`src/rtl/pbaf_pkg.sv`:
```
// ----------------------------------------------------------------------------
// pbaf_pkg: shared types and constants for the plastic bushing axis
// Widths, register map, yield codes, sequencer states, interface structs and sat32.
// ----------------------------------------------------------------------------
package pbaf_pkg;

  localparam int unsigned DataW = 32;
  localparam int unsigned CoefW = 31;
  localparam int unsigned FracW = 16;
  localparam int unsigned AluW  = 64;
  localparam int unsigned QuotW = CoefW + FracW;
  localparam int unsigned SumW  = AluW - FracW;
  localparam int unsigned CntW  = 6;
  localparam int unsigned AddrW = 4;

  localparam logic [CntW-1:0] MulSteps = CntW'(CoefW);
  localparam logic [CntW-1:0] DivSteps = CntW'(QuotW);

  // register map, index is paddr[3:2]
  localparam logic [1:0] RegStiff = 2'd0;
  localparam logic [1:0] RegDamp  = 2'd1;
  localparam logic [1:0] RegYield = 2'd2;

  localparam logic [CoefW-1:0] StiffRst = 31'd65536;
  localparam logic [CoefW-1:0] DampRst  = 31'd0;
  localparam logic [CoefW-1:0] YieldRst = 31'h7fff_ffff;

  localparam logic [1:0] YsElastic = 2'd0;
  localparam logic [1:0] YsCapPos  = 2'd1;
  localparam logic [1:0] YsCapNeg  = 2'd2;

  typedef enum logic [3:0] {
    ST_IDLE,
    ST_DIFF,
    ST_MUL_K,
    ST_MID,
    ST_MUL_D,
    ST_SUM,
    ST_CMP,
    ST_DIV,
    ST_FIX,
    ST_DONE
  } state_t;

  typedef struct packed {
    logic [CoefW-1:0] stiffness;
    logic [CoefW-1:0] damping;
    logic [CoefW-1:0] yield_force;
  } cfg_t;

  typedef struct packed {
    logic [AluW-1:0] a;
    logic [AluW-1:0] b;
    logic            sub;
  } alu_req_t;

  function automatic logic [DataW-1:0] sat32(input logic [AluW-1:0] x);
    logic fits;
    fits = (&x[AluW-1:DataW-1]) || (~|x[AluW-1:DataW-1]);
    if (fits) begin
      return x[DataW-1:0];
    end else if (x[AluW-1]) begin
      return {1'b1, {(DataW-1){1'b0}}};
    end else begin
      return {1'b0, {(DataW-1){1'b1}}};
    end
  endfunction

endpackage

```
`src/rtl/pbaf_in_if.sv`:
```
// ----------------------------------------------------------------------------
// pbaf_in_if: input channel of the plastic bushing axis
// Valid/ready beat carrying relative position and velocity.
// ----------------------------------------------------------------------------
interface pbaf_in_if;
  logic                                valid;
  logic                                ready;
  logic signed [pbaf_pkg::DataW-1:0]   rel_position;
  logic signed [pbaf_pkg::DataW-1:0]   rel_velocity;

  modport source (output valid, output rel_position, output rel_velocity, input ready);
  modport sink   (input valid, input rel_position, input rel_velocity, output ready);
endinterface

```
`src/rtl/pbaf_out_if.sv`:
```
// ----------------------------------------------------------------------------
// pbaf_out_if: result channel of the plastic bushing axis
// Valid/ready beat carrying force, yield state and plastic offset.
// ----------------------------------------------------------------------------
interface pbaf_out_if;
  logic                                valid;
  logic                                ready;
  logic signed [pbaf_pkg::DataW-1:0]   axis_force;
  logic [1:0]                          yield_state;
  logic signed [pbaf_pkg::DataW-1:0]   plastic_offset_out;

  modport source (output valid, output axis_force, output yield_state,
                  output plastic_offset_out, input ready);
  modport sink   (input valid, input axis_force, input yield_state,
                  input plastic_offset_out, output ready);
endinterface

```
`src/rtl/plastic_bushing_axis_force_top.sv`:
```
// ----------------------------------------------------------------------------
// plastic_bushing_axis_force_top: one axis of an elastic-plastic bushing
// Spring-damper force with yield cap and plastic offset, Q16.16 throughout.
// Elastic beats skip the divide and offset steps; capped beats run them.
// The single shared 64-bit adder takes 31 steps per product and 47 per divide.
// A new beat is accepted only in idle, after the last result loads; out stalls hold it.
// Reset (rst_n low, synchronous): registers to defaults, offset zero, idle.
// ----------------------------------------------------------------------------
module plastic_bushing_axis_force_top (
  input  logic                         clk,
  input  logic                         rst_n,
  pbaf_in_if.sink                      in_ch,
  pbaf_out_if.source                   out_ch,
  input  logic                         cfg_psel,
  input  logic                         cfg_penable,
  input  logic                         cfg_pwrite,
  input  logic [pbaf_pkg::AddrW-1:0]   cfg_paddr,
  input  logic [pbaf_pkg::DataW-1:0]   cfg_pwdata,
  output logic [pbaf_pkg::DataW-1:0]   cfg_prdata,
  output logic                         cfg_pready
);

  pbaf_pkg::cfg_t             cfg;
  pbaf_pkg::alu_req_t         alu_req;
  logic [pbaf_pkg::AluW-1:0]  alu_sum;

  pbaf_cfg_regs u_regs (
    .clk     (clk),
    .rst_n   (rst_n),
    .psel    (cfg_psel),
    .penable (cfg_penable),
    .pwrite  (cfg_pwrite),
    .paddr   (cfg_paddr),
    .pwdata  (cfg_pwdata),
    .prdata  (cfg_prdata),
    .pready  (cfg_pready),
    .cfg     (cfg)
  );

  pbaf_alu u_alu (
    .req (alu_req),
    .sum (alu_sum)
  );

  pbaf_core u_core (
    .clk     (clk),
    .rst_n   (rst_n),
    .cfg     (cfg),
    .in_ch   (in_ch),
    .out_ch  (out_ch),
    .alu_req (alu_req),
    .alu_sum (alu_sum)
  );

endmodule

```
`src/rtl/pbaf_cfg_regs.sv`:
```
// ----------------------------------------------------------------------------
// pbaf_cfg_regs: APB register file
// Stiffness, damping and yield force registers with readback.
// ----------------------------------------------------------------------------
module pbaf_cfg_regs (
  input  logic                         clk,
  input  logic                         rst_n,
  input  logic                         psel,
  input  logic                         penable,
  input  logic                         pwrite,
  input  logic [pbaf_pkg::AddrW-1:0]   paddr,
  input  logic [pbaf_pkg::DataW-1:0]   pwdata,
  output logic [pbaf_pkg::DataW-1:0]   prdata,
  output logic                         pready,
  output pbaf_pkg::cfg_t               cfg
);

  pbaf_pkg::cfg_t cfg_r;
  pbaf_pkg::cfg_t cfg_nxt;
  logic [1:0]     idx;
  logic           wr_en;

  assign idx    = paddr[pbaf_pkg::AddrW-1:2];
  assign wr_en  = psel && penable && pwrite;
  assign pready = 1'b1;
  assign cfg    = cfg_r;

  always_comb begin
    cfg_nxt = cfg_r;
    if (wr_en) begin
      unique case (idx)
        pbaf_pkg::RegStiff: cfg_nxt.stiffness   = pwdata[pbaf_pkg::CoefW-1:0];
        pbaf_pkg::RegDamp:  cfg_nxt.damping     = pwdata[pbaf_pkg::CoefW-1:0];
        pbaf_pkg::RegYield: cfg_nxt.yield_force = pwdata[pbaf_pkg::CoefW-1:0];
        default: ;
      endcase
    end
  end

  always_comb begin
    unique case (idx)
      pbaf_pkg::RegStiff: prdata = {1'b0, cfg_r.stiffness};
      pbaf_pkg::RegDamp:  prdata = {1'b0, cfg_r.damping};
      pbaf_pkg::RegYield: prdata = {1'b0, cfg_r.yield_force};
      default:            prdata = '0;
    endcase
  end

  always_ff @(posedge clk) begin
    if (!rst_n) begin
      cfg_r.stiffness   <= pbaf_pkg::StiffRst;
      cfg_r.damping     <= pbaf_pkg::DampRst;
      cfg_r.yield_force <= pbaf_pkg::YieldRst;
    end else begin
      cfg_r <= cfg_nxt;
    end
  end

endmodule

```
`src/rtl/pbaf_alu.sv`:
```
// ----------------------------------------------------------------------------
// pbaf_alu: shared 64-bit adder/subtractor
// Serves the difference, shift-add products, sum, restoring divide and offset.
// ----------------------------------------------------------------------------
module pbaf_alu (
  input  pbaf_pkg::alu_req_t            req,
  output logic [pbaf_pkg::AluW-1:0]     sum
);

  logic [pbaf_pkg::AluW-1:0] b_inv;

  assign b_inv = req.b ^ {pbaf_pkg::AluW{req.sub}};
  assign sum   = req.a + b_inv + {{(pbaf_pkg::AluW-1){1'b0}}, req.sub};

endmodule

```
`src/rtl/pbaf_core.sv`:
```
// ----------------------------------------------------------------------------
// pbaf_core: sequencer and datapath registers
// Drives the shared adder through difference, two products, sum, divide and offset;
// the yield cap is applied by comparison.
module pbaf_core (
  input  logic                        clk,
  input  logic                        rst_n,
  input  pbaf_pkg::cfg_t              cfg,
  pbaf_in_if.sink                     in_ch,
  pbaf_out_if.source                  out_ch,
  output pbaf_pkg::alu_req_t          alu_req,
  input  logic [pbaf_pkg::AluW-1:0]   alu_sum
);

  localparam int unsigned AW = pbaf_pkg::AluW;
  localparam int unsigned DW = pbaf_pkg::DataW;
  localparam int unsigned CW = pbaf_pkg::CoefW;
  localparam int unsigned FW = pbaf_pkg::FracW;
  localparam int unsigned QW = pbaf_pkg::QuotW;
  localparam int unsigned SW = pbaf_pkg::SumW;

  pbaf_pkg::state_t state_r, state_nxt;

  logic [AW-1:0]            acc_r, acc_nxt;
  logic [AW-1:0]            opa_r, opa_nxt;
  logic [CW-1:0]            opb_r, opb_nxt;
  logic [pbaf_pkg::CntW-1:0] cnt_r, cnt_nxt;
  logic [SW-1:0]            sum1_r, sum1_nxt;
  logic [DW-1:0]            pos_r, pos_nxt;
  logic [DW-1:0]            vel_r, vel_nxt;
  logic [1:0]               st_r, st_nxt;
  logic [DW-1:0]            force_r, force_nxt;
  logic [DW-1:0]            off_r, off_nxt;
  logic                     ov_r, ov_nxt;
  logic [DW-1:0]            of_r, of_nxt;
  logic [1:0]               oys_r, oys_nxt;
  logic [DW-1:0]            ooff_r, ooff_nxt;

  logic [CW-1:0]            k_eff;
  logic [AW-1:0]            yield_w;
  logic [AW-1:0]            div_shift;
  logic [DW-1:0]            new_off;
  logic                     load_out;

  // zero stiffness acts as one lsb
  assign k_eff   = (cfg.stiffness == '0) ? {{(CW-1){1'b0}}, 1'b1} : cfg.stiffness;
  assign yield_w = {{(AW-CW){1'b0}}, cfg.yield_force};
  assign div_shift = {acc_r[AW-2:0], opa_r[QW-1]};
  assign load_out  = (state_r == pbaf_pkg::ST_DONE) && (!ov_r || out_ch.ready);
  assign new_off   = (st_r == pbaf_pkg::YsElastic) ? off_r : pbaf_pkg::sat32(acc_r);

  assign in_ch.ready               = (state_r == pbaf_pkg::ST_IDLE);
  assign out_ch.valid              = ov_r;
  assign out_ch.axis_force         = of_r;
  assign out_ch.yield_state        = oys_r;
  assign out_ch.plastic_offset_out = ooff_r;

  always_ff @(posedge clk) begin
    if (!rst_n) begin
      state_r <= pbaf_pkg::ST_IDLE;
      ov_r    <= 1'b0;
      off_r   <= '0;
    end else begin
      state_r <= state_nxt;
      ov_r    <= ov_nxt;
      off_r   <= off_nxt;
    end
  end

  always_ff @(posedge clk) begin
    acc_r   <= acc_nxt;
    opa_r   <= opa_nxt;
    opb_r   <= opb_nxt;
    cnt_r   <= cnt_nxt;
    sum1_r  <= sum1_nxt;
    pos_r   <= pos_nxt;
    vel_r   <= vel_nxt;
    st_r    <= st_nxt;
    force_r <= force_nxt;
    of_r    <= of_nxt;
    oys_r   <= oys_nxt;
    ooff_r  <= ooff_nxt;
  end

  always_comb begin
    state_nxt = state_r;
    acc_nxt   = acc_r;
    opa_nxt   = opa_r;
    opb_nxt   = opb_r;
    cnt_nxt   = cnt_r;
    sum1_nxt  = sum1_r;
    pos_nxt   = pos_r;
    vel_nxt   = vel_r;
    st_nxt    = st_r;
    force_nxt = force_r;
    off_nxt   = off_r;
    ov_nxt    = ov_r && !out_ch.ready;
    of_nxt    = of_r;
    oys_nxt   = oys_r;
    ooff_nxt  = ooff_r;

    alu_req.a   = acc_r;
    alu_req.b   = opa_r;
    alu_req.sub = 1'b0;

    unique case (state_r)
      pbaf_pkg::ST_IDLE: begin
        if (in_ch.valid) begin
          pos_nxt   = in_ch.rel_position;
          vel_nxt   = in_ch.rel_velocity;
          state_nxt = pbaf_pkg::ST_DIFF;
        end
      end

      pbaf_pkg::ST_DIFF: begin
        alu_req.a   = {{(AW-DW){pos_r[DW-1]}}, pos_r};
        alu_req.b   = {{(AW-DW){off_r[DW-1]}}, off_r};
        alu_req.sub = 1'b1;
        opa_nxt     = alu_sum;
        acc_nxt     = '0;
        opb_nxt     = k_eff;
        cnt_nxt     = pbaf_pkg::MulSteps;
        state_nxt   = pbaf_pkg::ST_MUL_K;
      end

      pbaf_pkg::ST_MUL_K, pbaf_pkg::ST_MUL_D: begin
        // shift-add over the unsigned coefficient bits
        if (opb_r[0]) begin
          acc_nxt = alu_sum;
        end
        opa_nxt = {opa_r[AW-2:0], 1'b0};
        opb_nxt = {1'b0, opb_r[CW-1:1]};
        cnt_nxt = cnt_r - 1'b1;
        if (cnt_r == {{(pbaf_pkg::CntW-1){1'b0}}, 1'b1}) begin
          state_nxt = (state_r == pbaf_pkg::ST_MUL_K) ? pbaf_pkg::ST_MID : pbaf_pkg::ST_SUM;
        end
      end

      pbaf_pkg::ST_MID: begin
        // floor to q16.16 is the top bits of the product
        sum1_nxt  = acc_r[AW-1:FW];
        acc_nxt   = '0;
        opa_nxt   = {{(AW-DW){vel_r[DW-1]}}, vel_r};
        opb_nxt   = cfg.damping;
        cnt_nxt   = pbaf_pkg::MulSteps;
        state_nxt = pbaf_pkg::ST_MUL_D;
      end

      pbaf_pkg::ST_SUM: begin
        alu_req.a = {{FW{acc_r[AW-1]}}, acc_r[AW-1:FW]};
        alu_req.b = {{FW{sum1_r[SW-1]}}, sum1_r};
        acc_nxt   = alu_sum;
        state_nxt = pbaf_pkg::ST_CMP;
      end

      pbaf_pkg::ST_CMP: begin
        if ($signed(acc_r) > $signed(yield_w)) begin
          st_nxt    = pbaf_pkg::YsCapPos;
          force_nxt = {1'b0, cfg.yield_force};
        end else if ($signed(acc_r) < -$signed(yield_w)) begin
          st_nxt    = pbaf_pkg::YsCapNeg;
          force_nxt = -{1'b0, cfg.yield_force};
        end else begin
          st_nxt    = pbaf_pkg::YsElastic;
          force_nxt = acc_r[DW-1:0];
        end
        // dividend is |capped| * 2^16, magnitude divide
        acc_nxt   = '0;
        opa_nxt   = {{(AW-QW){1'b0}}, cfg.yield_force, {FW{1'b0}}};
        cnt_nxt   = pbaf_pkg::DivSteps;
        state_nxt = (st_nxt == pbaf_pkg::YsElastic) ? pbaf_pkg::ST_DONE : pbaf_pkg::ST_DIV;
      end

      pbaf_pkg::ST_DIV: begin
        // restoring divide, one quotient bit per beat of the adder
        alu_req.a   = div_shift;
        alu_req.b   = {{(AW-CW){1'b0}}, k_eff};
        alu_req.sub = 1'b1;
        if (!alu_sum[AW-1]) begin
          acc_nxt = alu_sum;
          opa_nxt = {opa_r[AW-2:0], 1'b1};
        end else begin
          acc_nxt = div_shift;
          opa_nxt = {opa_r[AW-2:0], 1'b0};
        end
        cnt_nxt = cnt_r - 1'b1;
        if (cnt_r == {{(pbaf_pkg::CntW-1){1'b0}}, 1'b1}) begin
          state_nxt = pbaf_pkg::ST_FIX;
        end
      end

      pbaf_pkg::ST_FIX: begin
        alu_req.a   = {{(AW-DW){pos_r[DW-1]}}, pos_r};
        alu_req.b   = {{(AW-QW){1'b0}}, opa_r[QW-1:0]};
        alu_req.sub = (st_r == pbaf_pkg::YsCapPos);
        acc_nxt     = alu_sum;
        state_nxt   = pbaf_pkg::ST_DONE;
      end

      pbaf_pkg::ST_DONE: begin
        if (load_out) begin
          ov_nxt    = 1'b1;
          of_nxt    = force_r;
          oys_nxt   = st_r;
          ooff_nxt  = new_off;
          off_nxt   = new_off;
          state_nxt = pbaf_pkg::ST_IDLE;
        end
      end

      default: state_nxt = pbaf_pkg::ST_IDLE;
    endcase
  end

  a_accept_starts: assert property (@(posedge clk) disable iff (!rst_n)
    (in_ch.valid && in_ch.ready) |=> (state_r == pbaf_pkg::ST_DIFF))
    else $error("accepted beat did not start the sequence");

  a_pos_cap_force: assert property (@(posedge clk) disable iff (!rst_n)
    (load_out && st_r == pbaf_pkg::YsCapPos)
      |=> (ov_r && of_r == {1'b0, $past(cfg.yield_force)}))
    else $error("positive cap force differs from yield");

  a_elastic_keeps_off: assert property (@(posedge clk) disable iff (!rst_n)
    (load_out && st_r == pbaf_pkg::YsElastic) |=> (off_r == $past(off_r)))
    else $error("elastic step moved the plastic offset");

  a_count_live: assert property (@(posedge clk) disable iff (!rst_n)
    (state_r == pbaf_pkg::ST_MUL_K || state_r == pbaf_pkg::ST_MUL_D ||
     state_r == pbaf_pkg::ST_DIV) |-> (cnt_r != '0))
    else $error("step counter ran out inside an iteration");

endmodule
```
`src/flat_wrapper.sv`:
```
// flat-port wrapper written by rule: the top's interface ports become plain ports
module plastic_bushing_axis_force_top_flat 
  (clk, rst_n, cfg_psel, cfg_penable, cfg_pwrite, cfg_paddr, cfg_pwdata, cfg_prdata, cfg_pready, in_ch_valid, in_ch_rel_position, in_ch_rel_velocity, in_ch_ready, out_ch_valid, out_ch_axis_force, out_ch_yield_state, out_ch_plastic_offset_out, out_ch_ready);
  pbaf_in_if in_ch_i ();
  pbaf_out_if out_ch_i ();
  input  logic clk;
  input  logic rst_n;
  input  logic cfg_psel;
  input  logic cfg_penable;
  input  logic cfg_pwrite;
  input  logic [pbaf_pkg::AddrW-1:0] cfg_paddr;
  input  logic [pbaf_pkg::DataW-1:0] cfg_pwdata;
  output logic [pbaf_pkg::DataW-1:0] cfg_prdata;
  output logic cfg_pready;
  input wire logic [$bits(in_ch_i.valid)-1:0] in_ch_valid;
  input wire logic [$bits(in_ch_i.rel_position)-1:0] in_ch_rel_position;
  input wire logic [$bits(in_ch_i.rel_velocity)-1:0] in_ch_rel_velocity;
  output wire logic [$bits(in_ch_i.ready)-1:0] in_ch_ready;
  output wire logic [$bits(out_ch_i.valid)-1:0] out_ch_valid;
  output wire logic [$bits(out_ch_i.axis_force)-1:0] out_ch_axis_force;
  output wire logic [$bits(out_ch_i.yield_state)-1:0] out_ch_yield_state;
  output wire logic [$bits(out_ch_i.plastic_offset_out)-1:0] out_ch_plastic_offset_out;
  input wire logic [$bits(out_ch_i.ready)-1:0] out_ch_ready;
  assign in_ch_i.valid = in_ch_valid;
  assign in_ch_i.rel_position = in_ch_rel_position;
  assign in_ch_i.rel_velocity = in_ch_rel_velocity;
  assign in_ch_ready = in_ch_i.ready;
  assign out_ch_valid = out_ch_i.valid;
  assign out_ch_axis_force = out_ch_i.axis_force;
  assign out_ch_yield_state = out_ch_i.yield_state;
  assign out_ch_plastic_offset_out = out_ch_i.plastic_offset_out;
  assign out_ch_i.ready = out_ch_ready;
  plastic_bushing_axis_force_top u_core (.clk(clk), .rst_n(rst_n), .in_ch(in_ch_i), .out_ch(out_ch_i), .cfg_psel(cfg_psel), .cfg_penable(cfg_penable), .cfg_pwrite(cfg_pwrite), .cfg_paddr(cfg_paddr), .cfg_pwdata(cfg_pwdata), .cfg_prdata(cfg_prdata), .cfg_pready(cfg_pready));
endmodule
```
`config.mk`:
```
export PLATFORM = sky130hd
export DESIGN_NAME = plastic_bushing_axis_force_top_flat
export DESIGN_NICKNAME = d
export VERILOG_FILES = /design/src/rtl/pbaf_pkg.sv /design/src/rtl/pbaf_in_if.sv /design/src/rtl/pbaf_out_if.sv /design/src/rtl/plastic_bushing_axis_force_top.sv /design/src/rtl/pbaf_cfg_regs.sv /design/src/rtl/pbaf_alu.sv /design/src/rtl/pbaf_core.sv /design/src/flat_wrapper.sv
export SDC_FILE = /design/constraint.sdc
export NUM_CORES = 1
export LEC_CHECK = 0
export ABC_AREA = 1
export ABC_CLOCK_PERIOD_IN_PS = 4100
export BUFFER_PORTS_ARGS = -buffer_cell sky130_fd_sc_hd__buf_2
export CAP_MARGIN = 20
export CORE_MARGIN = 2
export CORE_UTILIZATION = 45
export DETAILED_ROUTE_END_ITERATION = 10
export GPL_TIMING_DRIVEN = 0
export PLACE_DENSITY = 0.71
export SKIP_CTS_REPAIR_TIMING = 1
export SLEW_MARGIN = 20
export SYNTH_ARGS = -nofsm -noshare
export SYNTH_HDL_FRONTEND = slang
export SYNTH_SLANG_ARGS = --single-unit
```
`constraint.sdc`:
```
create_clock -name clk -period 4.1 [get_ports clk]
set_input_delay 0.615 -clock clk [delete_from_list [all_inputs] [get_ports clk]]
set_output_delay 0.615 -clock clk [all_outputs]
set_load 0.01 [all_outputs]
```
==> metrics.md <==
| Metric | Value |
|---|---|
| Post-Route Utilization | 0.626 |
| Hold EP | u_core.u_core.vel_r[19] |
| Hold Crit Start | in_ch_rel_velocity[19] |
| Synth area leaders | edfxtp_1 36%, nand2_1 12%, dfxtp_1 8.3% |
| Reg-to-reg endpoint | u_core.u_core.force_r[12] |
| Failing checks | negative setup slack |
| Routability cong. | ~1.1 |
| Initial Util | 0.455 |
| Num rows | 96 |
| CTS H-tree depth | 2 |
| Final min period | between 5 and 6 ns |
| WHS | approximately 0.14 ns |
| Non-Filler Instances | between 5,000 and 6,000 |
| Setup WS post-layout | -0.926 ns |
| Syn Area/Cell | a little over 8 µm² |
| Cells after Synth | about 3,900 |
| First-pass GRT wire length | approximately 190,000 µm |
| Via density per instance | around 6.2 |
| FMAX | 0.199 GHz |
| Drt total wl | 149,000 µm |
| Final ANT Viol Nets | 0 |
| CP Max Fanout | 8 |
| Rel. slew slack | 0.183 |
| Layout Skew | roughly 0.035 ns |
| FF+latch count, synth | 507 |
| Hold-critical path depth | 1 |
| Final period util | 1.23 |
| Result of the run | complete, but fails checks |
| R2r worst-path depth | 29 |
| Vias | approximately 33,000 |
| Overall Global Routing Usage | 0.377 |
| Initial DRC count | 5,283 |
| R2r setup slk | -0.93 ns |
| Commonest cells after routing, fill and taps aside | 822 x nand2_1, 377 x edfxtp_1, 307 x nor2_1 |
| Hold Violations, Final | 0 |
| DIE AREA | around 70,000 µm² |
| Predominant post-synthesis flop cell | edfxtp_1 |
| Largest net degree at the start of global routing | ~50 |
| Worst skew pair latency | ~0.66 ns |
| Share of Yosys cell area claimed by the top area cell type | 0.363 |
| Clk sinks | about 510 |
| RR Startpoint | u_core.u_regs.cfg[0] |
| Share of layout cells above drive strength 1 | 0.311 |
| TritonCTS clock tree | done |
| Gr ovfl total | 0 |
| Post-placement cell count | roughly 5,000 |
| RSZ-0062 raised after global routing | true |
| Yosys cell types | around 60 |
| Critical Path Start Type | flip-flop |
| EDFF count, synth | between 300 and 400 |
| Nets | 4,604 |
| Area Growth Syn to Fin | 37.7% |
| Die Ht | roughly 270 µm |
| Vias in the first global route | about 29,000 |
| Final setup fails | 149 |
| Worst endpoint data arrival time | 5.36 ns |
| Setup tns final | -63.84 ns |
| Max-cap violations | 0 |
| DR WL/cell | about 28 µm |
| Worst Setup End Kind | flip-flop |
| Core box area | roughly 69,000 µm² |
| Cell taking the most area after synthesis | edfxtp_1 |
| Worst-Margin Slew | 1.23 ns |
| Kind of critical path | flip-flop to flip-flop |
| Clk root buf | clkbuf_16 |
| CTS max path bufs | 3 |
| Total I/O pin count | 208 |
| Register area share after synthesis | 0.446 |
| Die span in x | about 270 µm |
| Crit path largest cell delay | a little under 0.4 ns |
| HP Class | primary input to flip-flop |
| Reg clk slew, reported paths | 0.07 ns |
| I/O Buffers | 201 |
| Synth Cell Area | roughly 31,000 µm² |
| Syn nets | about 4,100 |
| DRC | 0 |
| First-pass detailed-route iteration total | 6 |
| Initial antenna violation count | 4 |
| Number of CTS-inserted buffers | 56 |
| Commonest non-fill, non-tap cell in the layout | nand2_1 |
| Detailed placer's ending HPWL | roughly 110,000 µm |
| Async S/R FF share, synth | 0 |
| CP Data Required Time | between 4 and 5 ns |
| Critical-path top delay cell | dfxtp_4 |
| Yosys Warn Count | 0 |
| Slew Viols, Final | 0 |
## per-stage QoR
step / setup slack [ns] / area [µm²]
finish: -0.926 / 43000
global route: -1.12 / 43000
CTS: -2.31 / 35500
detailed placement: -2.24 / 33600
global placement: -2.30 / 33400
floorplan: 0.0154 / 31300
## synth_stat cells (4+ instances only)
cell       count
nor2_1       381
o22ai_1       43
xor2_1        94
o21ai_1        7
inv_2         10
nor3_1        41
clkbuf_1     147
a22oi_1       64
buf_2          4
o2111ai_1      5
o21ai_0      190
o221ai_1      43
a221oi_1      22
nor4_1        17
nand3_1      129
a21o_1         5
o211ai_1      86
nand3b_1      11
buf_6         10
or2_2         18
buf_1         16
o21a_1        13
a41oi_1       20
o21bai_1       5
a31oi_1       38
inv_1        334
xnor2_1       26
a21oi_1      286
edfxtp_1     377
dfxtp_1      130
nand4_1       44
ha_1         160
nand2_1     1014
clkinv_1      11
nand2_2       12
## worst max-delay path, delay by kind of cell, from the launching register on
kind	cells	cell delay (ns)
buffers and inverters	5	0.44
AND/OR/NAND/NOR	20	3.07
flip-flops	1	0.39
AO/OA/AOI/OAI	1	0.20
adder cells (fa/ha/maj)	3	0.56
## how the worst max path moves through the flow
stage                             startpoint                   endpoint  slack, ns  depth (start not counted)
floorplan           u_core.u_core.state_r[0]    u_core.u_core.acc_r[52]       0.02                         23
global placement    u_core.u_core.state_r[2]    u_core.u_core.opa_r[34]      -2.30                         21
detailed placement  u_core.u_core.state_r[2]    u_core.u_core.acc_r[52]      -2.24                         20
CTS                 u_core.u_core.state_r[2]    u_core.u_core.acc_r[52]      -2.31                         20
global route            u_core.u_regs.cfg[1]  u_core.u_core.force_r[17]      -1.12                         29
finish                  u_core.u_regs.cfg[0]  u_core.u_core.force_r[12]      -0.93                         29
## layer usage
layer | GRT usage | vias up | part of all wire
met5 | 0 | - | 0.00012
met4 | 0.220 | 2 | 0.081
met3 | 0.0761 | 636 | 0.13
met2 | 0.561 | 2502 | 0.42
met1 | 0.508 | 15800 | 0.37
li1 | - | 14300 | -
## flip-flops by register name (all words and copies together) (netlist names), 6 cells and up
register and cells:
u_core.u_core.sum1_r 48, u_core.u_core.opb_r 31, u_core.u_core.vel_r 32, u_core.u_core.out_ch.axis_force 32, u_core.u_core.cnt_r 6, u_core.u_core.force_r 32, u_core.u_core.opa_r 64, u_core.u_core.acc_r 64
u_core.u_regs.cfg 93, u_core.u_core.out_ch.plastic_offset_out 32, u_core.u_core.pos_r 32, u_core.u_core.off_r 32
## final cells by class
type | instances | area, µm²
Antenna cell | 1 | 2.50
Buffer | 180 | 1330
Clock buffer | 59 | 1410
Clock inverter | 45 | 443
Fill cell | 5765 | 25600
Inverter | 356 | 1400
Multi-Input combinational cell | 2813 | 19800
Sequential cell | 507 | 13900
Tap cell | 931 | 1160
Timing Repair Buffer | 422 | 3460
## logic make-up after synthesis
kind of cell / Yosys count / share of synthesized area
other cells: 2 / 0.000241
flops: 507 / 0.446
xor+xnor: 120 / 0.0337
compound gates: 843 / 0.166
simple gates: 1686 / 0.222
fa+ha+maj: 161 / 0.0648
buf+inv: 536 / 0.0675
Power is not shown: default switching activity piles up to over one toggle a cycle in this logic, so the estimate is an artifact.
